[config.mk]
export PLATFORM = sky130hd
export DESIGN_NAME = backlight_fade_idle_controller
export DESIGN_NICKNAME = d
export VERILOG_FILES = /design/src/rtl/core/bkl_pkg.sv /design/src/rtl/core/backlight_fade_idle_controller.sv
export SDC_FILE = /design/constraint.sdc
export NUM_CORES = 1
export LEC_CHECK = 0
export ABC_AREA = 1
export BUFFER_PORTS_ARGS = -buffer_cell sky130_fd_sc_hd__buf_4
export CORE_MARGIN = 3
export CORE_UTILIZATION = 45
export CTS_CLUSTER_DIAMETER = 50
export DETAILED_ROUTE_END_ITERATION = 8
export GPL_TIMING_DRIVEN = 0
export PLACE_DENSITY_LB_ADDON = 0.25
export SYNTH_ARGS = -nofsm -noshare
export SYNTH_HDL_FRONTEND = slang
export SYNTH_SLANG_ARGS = --single-unit
export TNS_END_PERCENT = 1
[constraint.sdc]
create_clock -name i_clk -period 9.9 [get_ports i_clk]
set_clock_uncertainty 0.05 [all_clocks]
set_input_delay 1.98 -clock i_clk [delete_from_list [all_inputs] [get_ports i_clk]]
set_output_delay 1.98 -clock i_clk [all_outputs]
set_load 0.02 [all_outputs]
[src/rtl/core/bkl_pkg.sv]
`default_nettype none

package bkl_pkg;

    // Field widths
    localparam int LEVEL_W = 7;
    localparam int STEP_W  = 5;
    localparam int IDLE_W  = 16;
    localparam int OP_W    = 3;

    // Opcodes
    localparam logic [OP_W-1:0] OP_TICK     = 3'd0;
    localparam logic [OP_W-1:0] OP_ACTIVITY = 3'd1;
    localparam logic [OP_W-1:0] OP_INC      = 3'd2;
    localparam logic [OP_W-1:0] OP_DEC      = 3'd3;
    localparam logic [OP_W-1:0] OP_SET      = 3'd4;
    localparam logic [OP_W-1:0] OP_ENABLE   = 3'd5;

    // Configuration register indexes
    localparam logic CFG_TABLET = 1'b0;
    localparam logic CFG_IDLE   = 1'b1;

    // Level change per increment or decrement
    localparam logic [LEVEL_W-1:0] LEVEL_STEP = 7'd10;

    // Reset value of the idle timeout
    localparam logic [IDLE_W-1:0] IDLE_TIMEOUT_RST = 16'd200;

    typedef logic [LEVEL_W-1:0] t_level;

    typedef struct packed {
        t_level drive_level;
        t_level user_level;
        logic   enabled;
    } t_result;

    // floor(x / 6) for x < 128 by reciprocal: (x * 43) >> 8
    function automatic logic [STEP_W-1:0] div6(input logic [LEVEL_W-1:0] x);
        logic [LEVEL_W+5:0] prod;
        begin
            prod = {6'd0, x} * 13'd43;
            div6 = prod[LEVEL_W+5:8];
        end
    endfunction

endpackage

`default_nettype wire

[src/rtl/core/backlight_fade_idle_controller.sv]
// Backlight level controller with fade and idle dimming.
// Each result is registered in the result register, or in the skid entry when that register is held by a stall.
// Throughput: one item per cycle while the skid entry is empty; the update is one short pass of logic.
// A two-entry output stage (result register plus skid) keeps input open while a result waits.
// Reset (synchronous, active low): level 0, enabled, timeout 200, output stage empty.
`default_nettype none

module backlight_fade_idle_controller #(
    parameter int MAX_LEVEL = 100
) (
    input  wire                        i_clk,
    input  wire                        i_rst_n,
    // Configuration
    input  wire                        i_cfg_we,
    input  wire                        i_cfg_index,
    input  wire [bkl_pkg::IDLE_W-1:0]  i_cfg_data,
    // Input channel
    input  wire                        i_in_valid,
    output logic                       o_in_stall,
    input  wire [bkl_pkg::OP_W-1:0]    i_opcode,
    input  wire [bkl_pkg::LEVEL_W-1:0] i_value,
    input  wire                        i_laptop_posture,
    // Output channel
    output logic                       o_out_valid,
    input  wire                        i_out_stall,
    output logic [bkl_pkg::LEVEL_W-1:0] o_drive_level,
    output logic [bkl_pkg::LEVEL_W-1:0] o_user_level,
    output logic                       o_enabled
);
    import bkl_pkg::*;

    localparam t_level MAX_LV = t_level'(MAX_LEVEL);

    // Configuration registers
    logic              r_tablet;
    logic [IDLE_W-1:0] r_timeout;

    // Control state
    t_level            r_applied, n_applied;
    t_level            r_target, n_target;
    logic [STEP_W-1:0] r_step, n_step;
    t_level            r_chosen, n_chosen;
    logic              r_enable, n_enable;
    logic              r_last_laptop, n_last_laptop;
    logic [IDLE_W-1:0] r_idle, n_idle;

    // Output stage
    logic    r_out_vld, r_skid_vld;
    t_result r_out, r_skid;

    logic    accept, take;
    logic    res_vld;
    t_result res;

    // Fade start helper signals
    logic       fade_go;
    t_level     fade_to;
    t_level     diff;
    logic       apply_go;
    t_level     apply_lv;
    logic       laptop;
    logic [LEVEL_W:0] sum_up, sum_lo;
    logic [IDLE_W-1:0] idle_inc;
    t_level     mv;

    assign accept = i_in_valid && !o_in_stall;
    assign take   = r_out_vld && !i_out_stall;

    // Configuration writes
    always_ff @(posedge i_clk) begin
        if (!i_rst_n) begin
            r_tablet  <= 1'b0;
            r_timeout <= IDLE_TIMEOUT_RST;
        end else if (i_cfg_we) begin
            case (i_cfg_index)
                CFG_TABLET: r_tablet  <= i_cfg_data[0];
                CFG_IDLE:   r_timeout <= i_cfg_data;
                default:    r_tablet  <= r_tablet;
            endcase
        end
    end

    // Item update
    always_comb begin
        n_applied     = r_applied;
        n_target      = r_target;
        n_step        = r_step;
        n_chosen      = r_chosen;
        n_enable      = r_enable;
        n_last_laptop = r_last_laptop;
        n_idle        = r_idle;
        fade_go       = 1'b0;
        fade_to       = '0;
        apply_go      = 1'b0;
        apply_lv      = r_applied;
        laptop        = r_tablet ? i_laptop_posture : 1'b1;
        idle_inc      = (r_idle == {IDLE_W{1'b1}}) ? r_idle : r_idle + 1'b1;
        sum_up        = {1'b0, r_applied} + {3'd0, r_step};
        sum_lo        = {1'b0, r_target} + {3'd0, r_step};
        mv            = r_applied;

        if (r_applied < r_target) begin
            mv = (sum_up > {1'b0, r_target}) ? r_target : sum_up[LEVEL_W-1:0];
        end else if (r_applied > r_target) begin
            mv = ({1'b0, r_applied} < sum_lo) ? r_target : r_applied - t_level'(r_step);
        end

        case (i_opcode)
            OP_TICK: begin
                n_idle = idle_inc;
                if (r_applied == r_target && r_last_laptop == laptop) begin
                    if (idle_inc > r_timeout) begin
                        fade_go = r_enable;
                        fade_to = '0;
                    end else if (r_chosen != '0 && r_applied == '0) begin
                        fade_go = r_enable;
                        fade_to = r_chosen;
                    end
                end else begin
                    apply_go = 1'b1;
                    apply_lv = mv;
                end
            end
            OP_ACTIVITY: begin
                n_idle = '0;
            end
            OP_INC: begin
                fade_go = 1'b1;
                fade_to = ({1'b0, r_target} + {1'b0, LEVEL_STEP} > {1'b0, MAX_LV}) ?
                          MAX_LV : r_target + LEVEL_STEP;
            end
            OP_DEC: begin
                fade_go = 1'b1;
                fade_to = (r_target >= LEVEL_STEP) ? r_target - LEVEL_STEP : '0;
            end
            OP_SET: begin
                fade_go = 1'b1;
                fade_to = (i_value > MAX_LV) ? MAX_LV : i_value;
            end
            OP_ENABLE: begin
                n_enable = i_value[0];
                apply_go = 1'b1;
                apply_lv = r_applied;
            end
            default: begin
                apply_go = 1'b0;
            end
        endcase

        // User choice: increment, decrement, set
        if (i_opcode == OP_INC || i_opcode == OP_DEC || i_opcode == OP_SET) begin
            n_chosen = fade_to;
            n_enable = 1'b1;
        end

        // Fade start from the current applied level
        diff = (r_applied > fade_to) ? r_applied - fade_to : fade_to - r_applied;
        if (fade_go) begin
            n_target = fade_to;
            n_step   = (div6(diff) == '0) ? STEP_W'(1) : div6(diff);
        end

        // Level application and its result
        if (apply_go) begin
            n_applied     = (apply_lv > MAX_LV) ? MAX_LV : apply_lv;
            n_last_laptop = laptop;
        end
        res_vld          = accept && apply_go;
        res.drive_level  = (n_enable && laptop) ? n_applied : '0;
        res.user_level   = n_chosen;
        res.enabled      = n_enable;
    end

    // State registers
    always_ff @(posedge i_clk) begin
        if (!i_rst_n) begin
            r_applied     <= '0;
            r_target      <= '0;
            r_step        <= '0;
            r_chosen      <= '0;
            r_enable      <= 1'b1;
            r_last_laptop <= 1'b1;
            r_idle        <= '0;
        end else if (accept) begin
            r_applied     <= n_applied;
            r_target      <= n_target;
            r_step        <= n_step;
            r_chosen      <= n_chosen;
            r_enable      <= n_enable;
            r_last_laptop <= n_last_laptop;
            r_idle        <= n_idle;
        end
    end

    // Output stage: result register plus skid entry
    always_ff @(posedge i_clk) begin
        if (!i_rst_n) begin
            r_out_vld  <= 1'b0;
            r_skid_vld <= 1'b0;
        end else if (res_vld) begin
            if (!r_out_vld || take) begin
                r_out_vld <= 1'b1;
            end else begin
                r_skid_vld <= 1'b1;
            end
        end else if (take) begin
            r_out_vld  <= r_skid_vld;
            r_skid_vld <= 1'b0;
        end
    end

    always_ff @(posedge i_clk) begin
        if (res_vld) begin
            if (!r_out_vld || take) begin
                r_out <= res;
            end else begin
                r_skid <= res;
            end
        end else if (take && r_skid_vld) begin
            r_out <= r_skid;
        end
    end

    assign o_in_stall    = r_skid_vld;
    assign o_out_valid   = r_out_vld;
    assign o_drive_level = r_out.drive_level;
    assign o_user_level  = r_out.user_level;
    assign o_enabled     = r_out.enabled;

endmodule

`default_nettype wire

Word level (Yosys, flattened, before mapping)
Cells that the tools add are included.
Operators by class
  reduce and logical (&&, ||, !) cells: 30
  order comparisons: 10
  add/subtract/negate cells: 9
  bitwise operators: 2
  equality and inequality tests: 10
  $mul: 1
  mux-type cells: 39
Operator list (number)
  $mux 7: 17
  $mux 15: 3
  $pmux 16 s2: 1
  $pmux 7 s4: 1
  $reduce_and 2->1: 9
  $add 16x1->16 const B: 1
  $add 7x5->8: 2
  $eq 16x16->1 const B: 1
  $gt 16x16->1: 1
  $mux 16: 1
  $gt 7x7->1: 2
  $gt 7x7->1 const B: 2
  $sub 7x7->7: 2
  $mul 7x6->13 const B: 1
  $mux 1: 13
  $add 7x4->8 const B: 1
  $gt 8x7->1: 1
  $gt 8x7->1 const B: 1
  $lt 7x8->1: 1
  $add 7x4->7 const B: 1
  $eq 7x7->1: 1
  $ge 7x4->1 const B: 1
  $logic_and 1x1->1: 7
  $logic_not 7->1: 1
  other kinds (19): 29
Word-level totals
  output and inout port bits: 17
  logic and storage cells: 118
  input bits: 33
  register bits: 93

Longest topological paths before layout
Gate-level depths: netlist of the first run.
  depth in word-level cells: 13
  depth in mapped cells: 50
  mapped depth without buffers: 50

Worst setup path after synthesis of the first run
OpenSTA, ideal clock, no wires.
  kind: in2reg
  from: input port i_laptop_posture
  to: register r_step[2]
  stages: 35
  setup slack: 2.185 ns
  data required time: 9.734 ns
  buffers on the path: 0
  arrival: 7.549 ns
  cells stage by stage: nor2_1 -> xor2_1 -> nand2_1 -> nor2_1 -> inv_1 -> nor2_2 -> inv_1 -> o31ai_1 -> inv_1 -> ha_1 -> nand2_1 -> nor3_1 -> nand4_1 -> nand2_2 -> mux2i_1 -> o22ai_1 -> a311o_1 -> xor2_1 -> inv_1 -> ha_1 -> inv_1 -> fa_1 -> fa_1 -> inv_1 -> ha_1 -> nand2_1 -> o21ai_0 -> inv_1 -> nand2_1 -> nand3_1 -> nand2_1 -> xnor2_1 -> nand2_1 -> o211ai_1 -> inv_1
On the way
  word-level cells in the longest chain between the ends: 10
  elaborated cells on any way between the ends: 15
  those cells by class: add/sub (2); mul (1); order compare (1); eq/ne (1); mux (7); reduce/logical (3)
RTL lines
  from (decl): line backlight_fade_idle_controller.sv:22  | input wire i_laptop_posture,
  $mux 1 (*): line backlight_fade_idle_controller.sv:96  | laptop = r_tablet ? i_laptop_posture : 1'b1;
  $eq 1x1->1 (*): line backlight_fade_idle_controller.sv:111  | if (r_applied == r_target && r_last_laptop == laptop) begin
  $logic_and 1x1->1 (*): line backlight_fade_idle_controller.sv:111
  $mux 7 (*): line backlight_fade_idle_controller.sv:111
  $pmux 7 s4 (*): line backlight_fade_idle_controller.sv:108  | case (i_opcode)
  via fade_to[3]: line backlight_fade_idle_controller.sv:57  | t_level fade_to;
  $sub 7x7->7 / $gt 7x7->1 (equally long branches): line backlight_fade_idle_controller.sv:157  | diff = (r_applied > fade_to) ? r_applied - fade_to : fade_to - r_applied;
  $mux 7 (*): line backlight_fade_idle_controller.sv:157
  $mul 7x6->13 (*): line bkl_pkg.sv:41  | prod = {6'd0, x} * 13'd43;
  $logic_not 5->1: line backlight_fade_idle_controller.sv:160  | n_step = (div6(diff) == '0) ? STEP_W'(1) : div6(diff);
  $mux 5 (*): line backlight_fade_idle_controller.sv:160
  to (signal assigned): line backlight_fade_idle_controller.sv:187  | r_step <= n_step;
  to (decl): line backlight_fade_idle_controller.sv:41  | logic [STEP_W-1:0] r_step, n_step;
Mark *: on every way through the listed nets, which the timed path passes. The rest lies on a longest branch.
A chain may end at the register's enable or synchronous reset.

Final worst setup path of the first run
  from: register r_idle[1]
  to: register r_step[2]
On the way
  word-level cells in the longest chain between the ends: 11
  elaborated cells on any way between the ends: 18
  those cells by class: add/sub (3); mul (1); order compare (2); eq/ne (1); mux (9); reduce/logical (2)
RTL lines
  from (decl): line backlight_fade_idle_controller.sv:45  | logic [IDLE_W-1:0] r_idle, n_idle;
  from (signal assigned): line backlight_fade_idle_controller.sv:191  | r_idle <= n_idle;
  $add 16x1->16 / $eq 16x16->1 (equally long branches): line backlight_fade_idle_controller.sv:97  | idle_inc = (r_idle == {IDLE_W{1'b1}}) ? r_idle : r_idle + 1'b1;
  $mux 16 (*): line backlight_fade_idle_controller.sv:97
  $gt 16x16->1 (*): line backlight_fade_idle_controller.sv:112  | if (idle_inc > r_timeout) begin
  $mux 7 (*): line backlight_fade_idle_controller.sv:112
  $mux 7 (*): line backlight_fade_idle_controller.sv:111
  $pmux 7 s4 (*): line backlight_fade_idle_controller.sv:108
  via fade_to[0]: line backlight_fade_idle_controller.sv:57
  $sub 7x7->7 / $gt 7x7->1 (equally long branches): line backlight_fade_idle_controller.sv:157
  $mux 7 (*): line backlight_fade_idle_controller.sv:157
  $mul 7x6->13 (*): line bkl_pkg.sv:41
  $logic_not 5->1: line backlight_fade_idle_controller.sv:160
  $mux 5 (*): line backlight_fade_idle_controller.sv:160
Marks and branches as above.

==> metrics.md, run 1 <==
| Metric | Value |
|---|---|
| Status | `completed` |
| Max_slew headroom | `13.14%` |
| DR vias/cell | `5.139` |
| CTS buffer count | `9` |
| Post-route ant nets | `0` |
| Worst hold start | `r_timeout[4]$_SDFFE_PN0P_` |
| Slowest-stage cell, CP | `o31ai_1` |
| Syn_nets | `1,214` |
| # DRC | `0` |
| Setup TNS | `0 ps` |
| Max VDD drop | `0.3333 mV` |
| # fillers | `1,657` |
| Commonest non-fill, non-tap cells in the layout | `nand2_1, inv_1, a21oi_1` |
| Final net count | `1,274` |
| FMAX | `111.8 MHz` |
| Die ar. | `0.01866 sq mm` |
| Global-route usage over all layers | `21.52%` |
| Seq/Total Area, Yosys | `28.17%` |
| Clk_lat worst skew | `350 ps` |
| Yosys warns | `0` |
| R2R setup slack | `960 ps` |
| Multi-input gate area | `0.004707 sq mm` |
| CP max FO | `7` |
| Clock sink total | `93` |
| Tcrit/Tclk final | `90.31%` |
| Hold_ws | `414.9 ps` |
| Commonest non-fill, non-tap cell in the layout | `nand2_1` |
| WL final | `19,890 um` |
| Worst Tran Pin Value | `1298 ps` |
| Gpl congestion | `0.9410` |
| Starting Density | `46.12%` |
| Remaining Overflow, GRT | `0` |
| Hold endpoint | `r_timeout[4]$_SDFFE_PN0P_` |
| Synth Cell Area | `0.007676 sq mm` |
| Final setup fails | `0` |
| P_leak | `0.004255 uW` |
| Setup bufs post-CTS | `0` |
| CP startpoint kind | `register` |
| Buf+Inv Stages, Crit Path | `9` |
| Final Hold Fails | `0` |
| R2R cell count | `46` |
| CTS H-tree lvls | `3` |
| Core area | `0.01664 sq mm` |
| Delay-heaviest family, CP | `compound AO/OA/AOI/OAI gates` |
| Die X | `136.6 um` |
| Drt wl/cell | `14.65 um` |
| First-pass GRT wire length | `31,800 um` |
| RSZ-0062 raised after global routing | `no` |
| MaxCap Viol Count | `0` |
| Row count | `47` |
| Critical path type | `reg -> reg` |
| DP HPWL | `15,760 um` |
| Gate Count Post-Synth | `1,072` |
| CP max stage delay | `650 ps` |
| CTS root buffer | `clkbuf_16` |
| I/O pin cnt | `50` |
| Initial antenna violation count | `0` |
| Antenna Cells | `0` |
| Distinct cells, synth | `46` |
| #FFs+latches synth | `93` |
| Final worst path period need | `8941 ps` |
| Worst Setup End Kind | `register` |
| Share of cells above drive strength 1 | `8.179%` |
| Syn-to-layout area delta | `12.53%` |
| FF/Latch Area | `0.002162 sq mm` |
| Detailed-route via count | `6,974` |
| CTS tree | `built` |
| R2r startpoint | `r_idle[1]$_SDFFE_PN0P_` |
| Worst Path Arrival | `9130 ps` |
| CTS Buffer Depth | `2` |
| Vias in the first global route | `6,297` |
| Die height | `136.6 um` |
| # port buffers | `49` |
| PwrDens | `204.5 mW/mm^2` |
| WHS Path Cells | `2` |
| Maximum number of pins on one net before global-route repair | `17` |
| Clock slew at the register clock pins of the worst setup and hold paths | `80 ps` |
| First-pass DRT Iterations | `5` |
| Hold crit path type | `reg -> reg` |
| Syn_area_per_cell | `7.161 sq um` |
| Hold_buf cts | `0` |
| Worst R2R End | `r_step[2]$_SDFFE_PN0P_` |
| Initial drt markers | `502` |
| Worst EP required | `10,090 ps` |
| Final Max Slew Viols | `0` |
## worst reg2reg max path, delay by kind of cell, from the launching register on
family	cells	cell delay, ps
AO/OA/AOI/OAI	10	2330
XOR/XNOR	2	450
adder cells (fa/ha/maj)	7	2320
buffers and inverters	9	850
flip-flops	1	360
multiplexers	1	350
AND/OR/NAND/NOR	17	2140
## per-layer routing
layer	routed length, um	GRT usage (%)	share of wire [%]	vias to the layer above
met3	1159	2.794	5.8	33
met4	528	7.783	2.7	0
met1	9635	30.73	48	3102
met5	0	0	0	-
li1	-	-	-	3650
met2	8562	33.30	43	189
## how the worst max path moves through the flow
stage / from / endpoint / cells after the start / slack (ps)
after detailed placement: r_idle[0]$_SDFFE_PN0P_ / r_step[2]$_SDFFE_PN0P_ / 46 / 860
final: r_idle[1]$_SDFFE_PN0P_ / r_step[2]$_SDFFE_PN0P_ / 46 / 960
after global placement: i_laptop_posture / r_step[2]$_SDFFE_PN0P_ / 37 / 940
after global routing: r_idle[0]$_SDFFE_PN0P_ / r_step[2]$_SDFFE_PN0P_ / 45 / 200
after floorplan: i_laptop_posture / r_step[2]$_SDFFE_PN0P_ / 35 / 2190
after CTS: r_idle[1]$_SDFFE_PN0P_ / r_step[2]$_SDFFE_PN0P_ / 46 / 800
## state kept, by name, summed over array words and instances, names as in the netlist
name and count:
o_drive_level 7, o_enabled 1, o_in_stall 1, o_out_valid 1, o_user_level 7, r_applied 7, r_chosen 7, r_enable 1
r_idle 16, r_last_laptop 1, r_skid 15, r_step 5, r_tablet 1, r_target 7, r_timeout 16
## through the flow
stage / setup slack, ps / power [uW] / cells / util [%] / instance area [sq um]
floorplan: 2185 / 1209 / 1072 / - / 7676
global placement: 944.8 / 1402 / 1341 / 49.99 / 8319
detailed placement: 856.8 / 1419 / 1341 / 49.99 / 8319
CTS: 801.5 / 1777 / 1357 / 51.82 / 8625
global route: 201.7 / 1967 / 1357 / 51.91 / 8638
finish: 959.3 / 1766 / 1357 / 51.91 / 8638
## cell type report
class | instances | share of cell area, %
Buffer | 21 | 1.130
Sequential cell | 93 | 25.03
Tap cell | 220 | 3.187
Inverter | 192 | 8.372
Multi-Input combinational cell | 766 | 54.49
Clock buffer | 12 | 3.100
Timing Repair Buffer | 49 | 4.258
Clock inverter | 4 | 0.4345
## logic make-up (layout without fill, tap and decap cells)
group | count (synthesis) | count (layout) | share of synthesized area, %
fa+ha+maj | 109 | 109 | 18.84
flops | 93 | 93 | 28.17
xor+xnor | 36 | 36 | 4.108
compound gates | 236 | 236 | 17.00
simple gates | 384 | 384 | 21.06
mux | 1 | 1 | 0.1304
buf+inv | 213 | 278 | 10.69
## power breakdown
part / internal (uW) / leakage, uW / switching, uW
Combinational: 380 / 0.00331 / 596
Sequential: 414 / 0.000790 / 24.3
Clock: 196 / 0.000150 / 156
## timing repair
item	CTS	global route
endpoints found under the setup margin	0	3
endpoints found under the hold margin	0	0
resized for setup	0	2
## synth_stat cells, drive strengths merged
cell type	number	area [sq um]
dfxtp	63	1261
nand4	16	100.1
o21bai	3	22.52
xnor2	9	78.83
a32o	2	20.02
o31ai	3	22.52
a21oi	117	589.3
a211oi	3	22.52
a21o	3	22.52
mux2i	1	10.01
nor4	2	12.51
nor3b	1	7.510
nand3	46	245.2
o21ai	76	380.4
ha	98	1226
edfxtp	30	900.9
fa	11	220.2
xor2	27	236.5
inv	190	713.2
o2111ai	1	8.760
buf	6	41.28
nor3	13	65.06
o211ai	9	67.56
a21boi	2	26.28
nor2	61	234.0
a311o	1	10.01
a31oi	9	56.30
nand3b	2	15.01
o21a	2	15.01
nand2	243	937.1
clkinv	2	10.01
a31o	1	8.760
o311ai	1	8.760
clkbuf	15	56.30
o221ai	2	17.52
o22ai	1	6.260
(Power assumes the default switching activity.)
==> inputs of run 2 (changes only) <==
CORE_MARGIN = not set   (was 3)
clock period = 10.54 ns   (was 9.9 ns; I/O delays follow)
==> metrics.md, run 2 (synthesis gave the netlist of run 1 again) <==
| Metric | Value |
|---|---|
| CTS tree | `built (unchanged)` |
| Number of instances in the placed design | `1,341 (unchanged)` |
| P_leak | `0.004244 uW (was 0.004255 uW)` |
| Hold_ws | `409.7 ps (was 414.9 ps)` |
| Final Max Slew Viols | `0 (unchanged)` |
| Initial antenna violation count | `0 (unchanged)` |
| Final Hold Fails | `0 (unchanged)` |
| Max VDD drop | `0.2552 mV (was 0.3333 mV)` |
| FMAX | `108.8 MHz (was 111.8 MHz)` |
| # port buffers | `49 (unchanged)` |
| R2r startpoint | `r_idle[0]$_SDFFE_PN0P_ (was r_idle[1]$_SDFFE_PN0P_)` |
| Global-route usage over all layers | `23.73% (was 21.52%)` |
| Syn-to-layout area delta | `12.09% (was 12.53%)` |
| Worst EP required | `10,730 ps (was 10,090 ps)` |
| CP max FO | `7 (unchanged)` |
| Clock slew at the register clock pins of the worst setup and hold paths | `70 ps (was 80 ps)` |
| MaxCap Viol Count | `0 (unchanged)` |
| Worst Tran Pin Value | `847.1 ps (was 1298 ps)` |
| Resized cells post-CTS | `0 (unchanged)` |
| Die ar. | `0.01758 sq mm (was 0.01866 sq mm)` |
| Final cell count without fillers | `1,357 (unchanged)` |
| Hold_buf cts | `0 (unchanged)` |
| Critical path type | `reg -> reg (unchanged)` |
| WHS Path Cells | `2 (unchanged)` |
| Clock sink total | `93 (unchanged)` |
| Die height | `132.6 um (was 136.6 um)` |
| Setup bufs post-CTS | `0 (unchanged)` |
| Die X | `132.6 um (was 136.6 um)` |
| CTS root buffer | `clkbuf_16 (unchanged)` |
| Drt wl/cell | `14.76 um (was 14.65 um)` |
| CP max stage delay | `700 ps (was 650 ps)` |
| Post-route ant nets | `0 (unchanged)` |
| CTS buffer count | `9 (unchanged)` |
| Clk_lat worst skew | `360 ps (was 350 ps)` |
| Worst hold start | `r_timeout[8]$_SDFFE_PN0P_ (was r_timeout[4]$_SDFFE_PN0P_)` |
| Final worst path period need | `9193 ps (was 8941 ps)` |
| Vias in the first global route | `6,552 (was 6,297)` |
| Tcrit/Tclk final | `87.22% (was 90.31%)` |
| Worst R2R End | `r_step[2]$_SDFFE_PN0P_ (unchanged)` |
| First-pass GRT wire length | `32,950 um (was 31,800 um)` |
| R2R cell count | `46 (unchanged)` |
| Combinational share of power | `55.9% (was 55.2%)` |
| CP startpoint kind | `register (unchanged)` |
| Gpl congestion | `0.9680 (was 0.9410)` |
| Largest registers | `r_idle: 16 flops, r_timeout: 16 flops, r_skid: 15 flops (unchanged)` |
| I/O pin cnt | `50 (unchanged)` |
| Remaining Overflow, GRT | `0 (unchanged)` |
| P_int | `909.2 uW (was 989.8 uW)` |
| Hold crit path type | `reg -> reg (unchanged)` |
| Maximum number of pins on one net before global-route repair | `18 (was 17)` |
| Max_slew headroom | `43.05% (was 13.14%)` |
| # DRC | `0 (unchanged)` |
| WL final | `20,030 um (was 19,890 um)` |
| RSZ-0062 raised after global routing | `no (unchanged)` |
| PwrDens | `191.4 mW/mm^2 (was 204.5 mW/mm^2)` |
| Clk network pwr share | `19.1% (was 20.0%)` |
| DP HPWL | `15,940 um (was 15,760 um)` |
| Switching Share | `44.80% (was 43.96%)` |
| Detailed-route via count | `7,046 (was 6,974)` |
| First-pass DRT Iterations | `7 (was 5)` |
| Row count | `47 (unchanged)` |
| Initial drt markers | `589 (was 502)` |
| Starting Density | `46.12% (unchanged)` |
| Core area | `0.01664 sq mm (unchanged)` |
| Hold endpoint | `r_timeout[8]$_SDFFE_PN0P_ (was r_timeout[4]$_SDFFE_PN0P_)` |
| DR vias/cell | `5.192 (was 5.139)` |
| Commonest non-fill, non-tap cell in the layout | `nand2_1 (unchanged)` |
| Slowest-stage cell, CP | `o31ai_1 (unchanged)` |
| Share of cells above drive strength 1 | `8.179% (unchanged)` |
| Status | `completed (unchanged)` |
| Worst Path Arrival | `9390 ps (was 9130 ps)` |
| Switching pwr | `737.9 uW (was 776.5 uW)` |
| Antenna Cells | `0 (unchanged)` |
| CTS H-tree lvls | `3 (unchanged)` |
| R2R setup slack | `1350 ps (was 960 ps)` |
| Final setup fails | `0 (unchanged)` |
| CTS Buffer Depth | `2 (unchanged)` |
| Worst Setup End Kind | `register (unchanged)` |
| Sequential Power Share | `25.0% (was 24.8%)` |
| Commonest non-fill, non-tap cells in the layout | `nand2_1, inv_1, a21oi_1 (unchanged)` |
| Final net count | `1,274 (unchanged)` |
| Setup TNS | `0 ps (unchanged)` |
run 2: critical path, delay by kind of cell (launching register included):
family                   cells  cell delay (ps)
adder cells (fa/ha/maj)      7             2320
buffers and inverters        9              970
XOR/XNOR                     2              470
flip-flops                   1              370
AND/OR/NAND/NOR             16             2070
AO/OA/AOI/OAI               11             2520
multiplexers                 1              320
run 2: routing by layer:
layer / track usage [%] / part of all wire (%) / vias to the layer above
li1: - / - / 3649
met4: 9.323 / 2.8 / 0
met3: 2.414 / 5.0 / 31
met1: 33.18 / 49 / 3180
met5: 0 / 0 / -
met2: 37.51 / 43 / 186
run 2: stage by stage:
| step | area [sq um] | power [uW] | util [%] | setup WS [ps] |
|---|---|---|---|---|
| 2_1_floorplan | 7676 | 1135 | - | 2697 |
| 3_3_place_gp | 8319 | 1326 | 49.99 | 1419 |
| 3_5_place_dp | 8319 | 1340 | 49.99 | 1319 |
| 4_1_cts | 8598 | 1659 | 51.67 | 1381 |
| 5_1_grt | 8605 | 1839 | 51.70 | 455.1 |
| 6_report | 8605 | 1647 | 51.70 | 1347 |
run 2: final cells by class:
class / instances / area, sq um
plain buffers: 21 / 97.59
flip-flops and latches: 93 / 2162
clock inverters: 7 / 53.80
multi-input cells: 766 / 4700
repair buffers: 49 / 367.9
fillers: 1654 / 8038
inverters: 192 / 723.2
well taps: 220 / 275.3
clock buffers: 9 / 225.2
run 2: worst max path at each step:
stage / from / end / cells past startpoint
after floorplan: i_laptop_posture / r_step[2]$_SDFFE_PN0P_ / 35
after global placement: i_laptop_posture / r_step[2]$_SDFFE_PN0P_ / 37
after detailed placement: i_laptop_posture / r_step[2]$_SDFFE_PN0P_ / 37
after CTS: r_idle[0]$_SDFFE_PN0P_ / r_step[2]$_SDFFE_PN0P_ / 46
after global routing: r_idle[0]$_SDFFE_PN0P_ / r_step[3]$_SDFFE_PN0P_ / 49
final: r_idle[0]$_SDFFE_PN0P_ / r_step[2]$_SDFFE_PN0P_ / 46
run 2: power by group through the flow:
stage          Sequential (uW)  Clock [uW]  Combinational (uW)
5_1_grt                    414         331                1090
6_report                   412         315                 921
4_1_cts                    412         319                 928
3_3_place_gp               419           0                 907
3_5_place_dp               420           0                 920
2_1_floorplan              413           0                 722
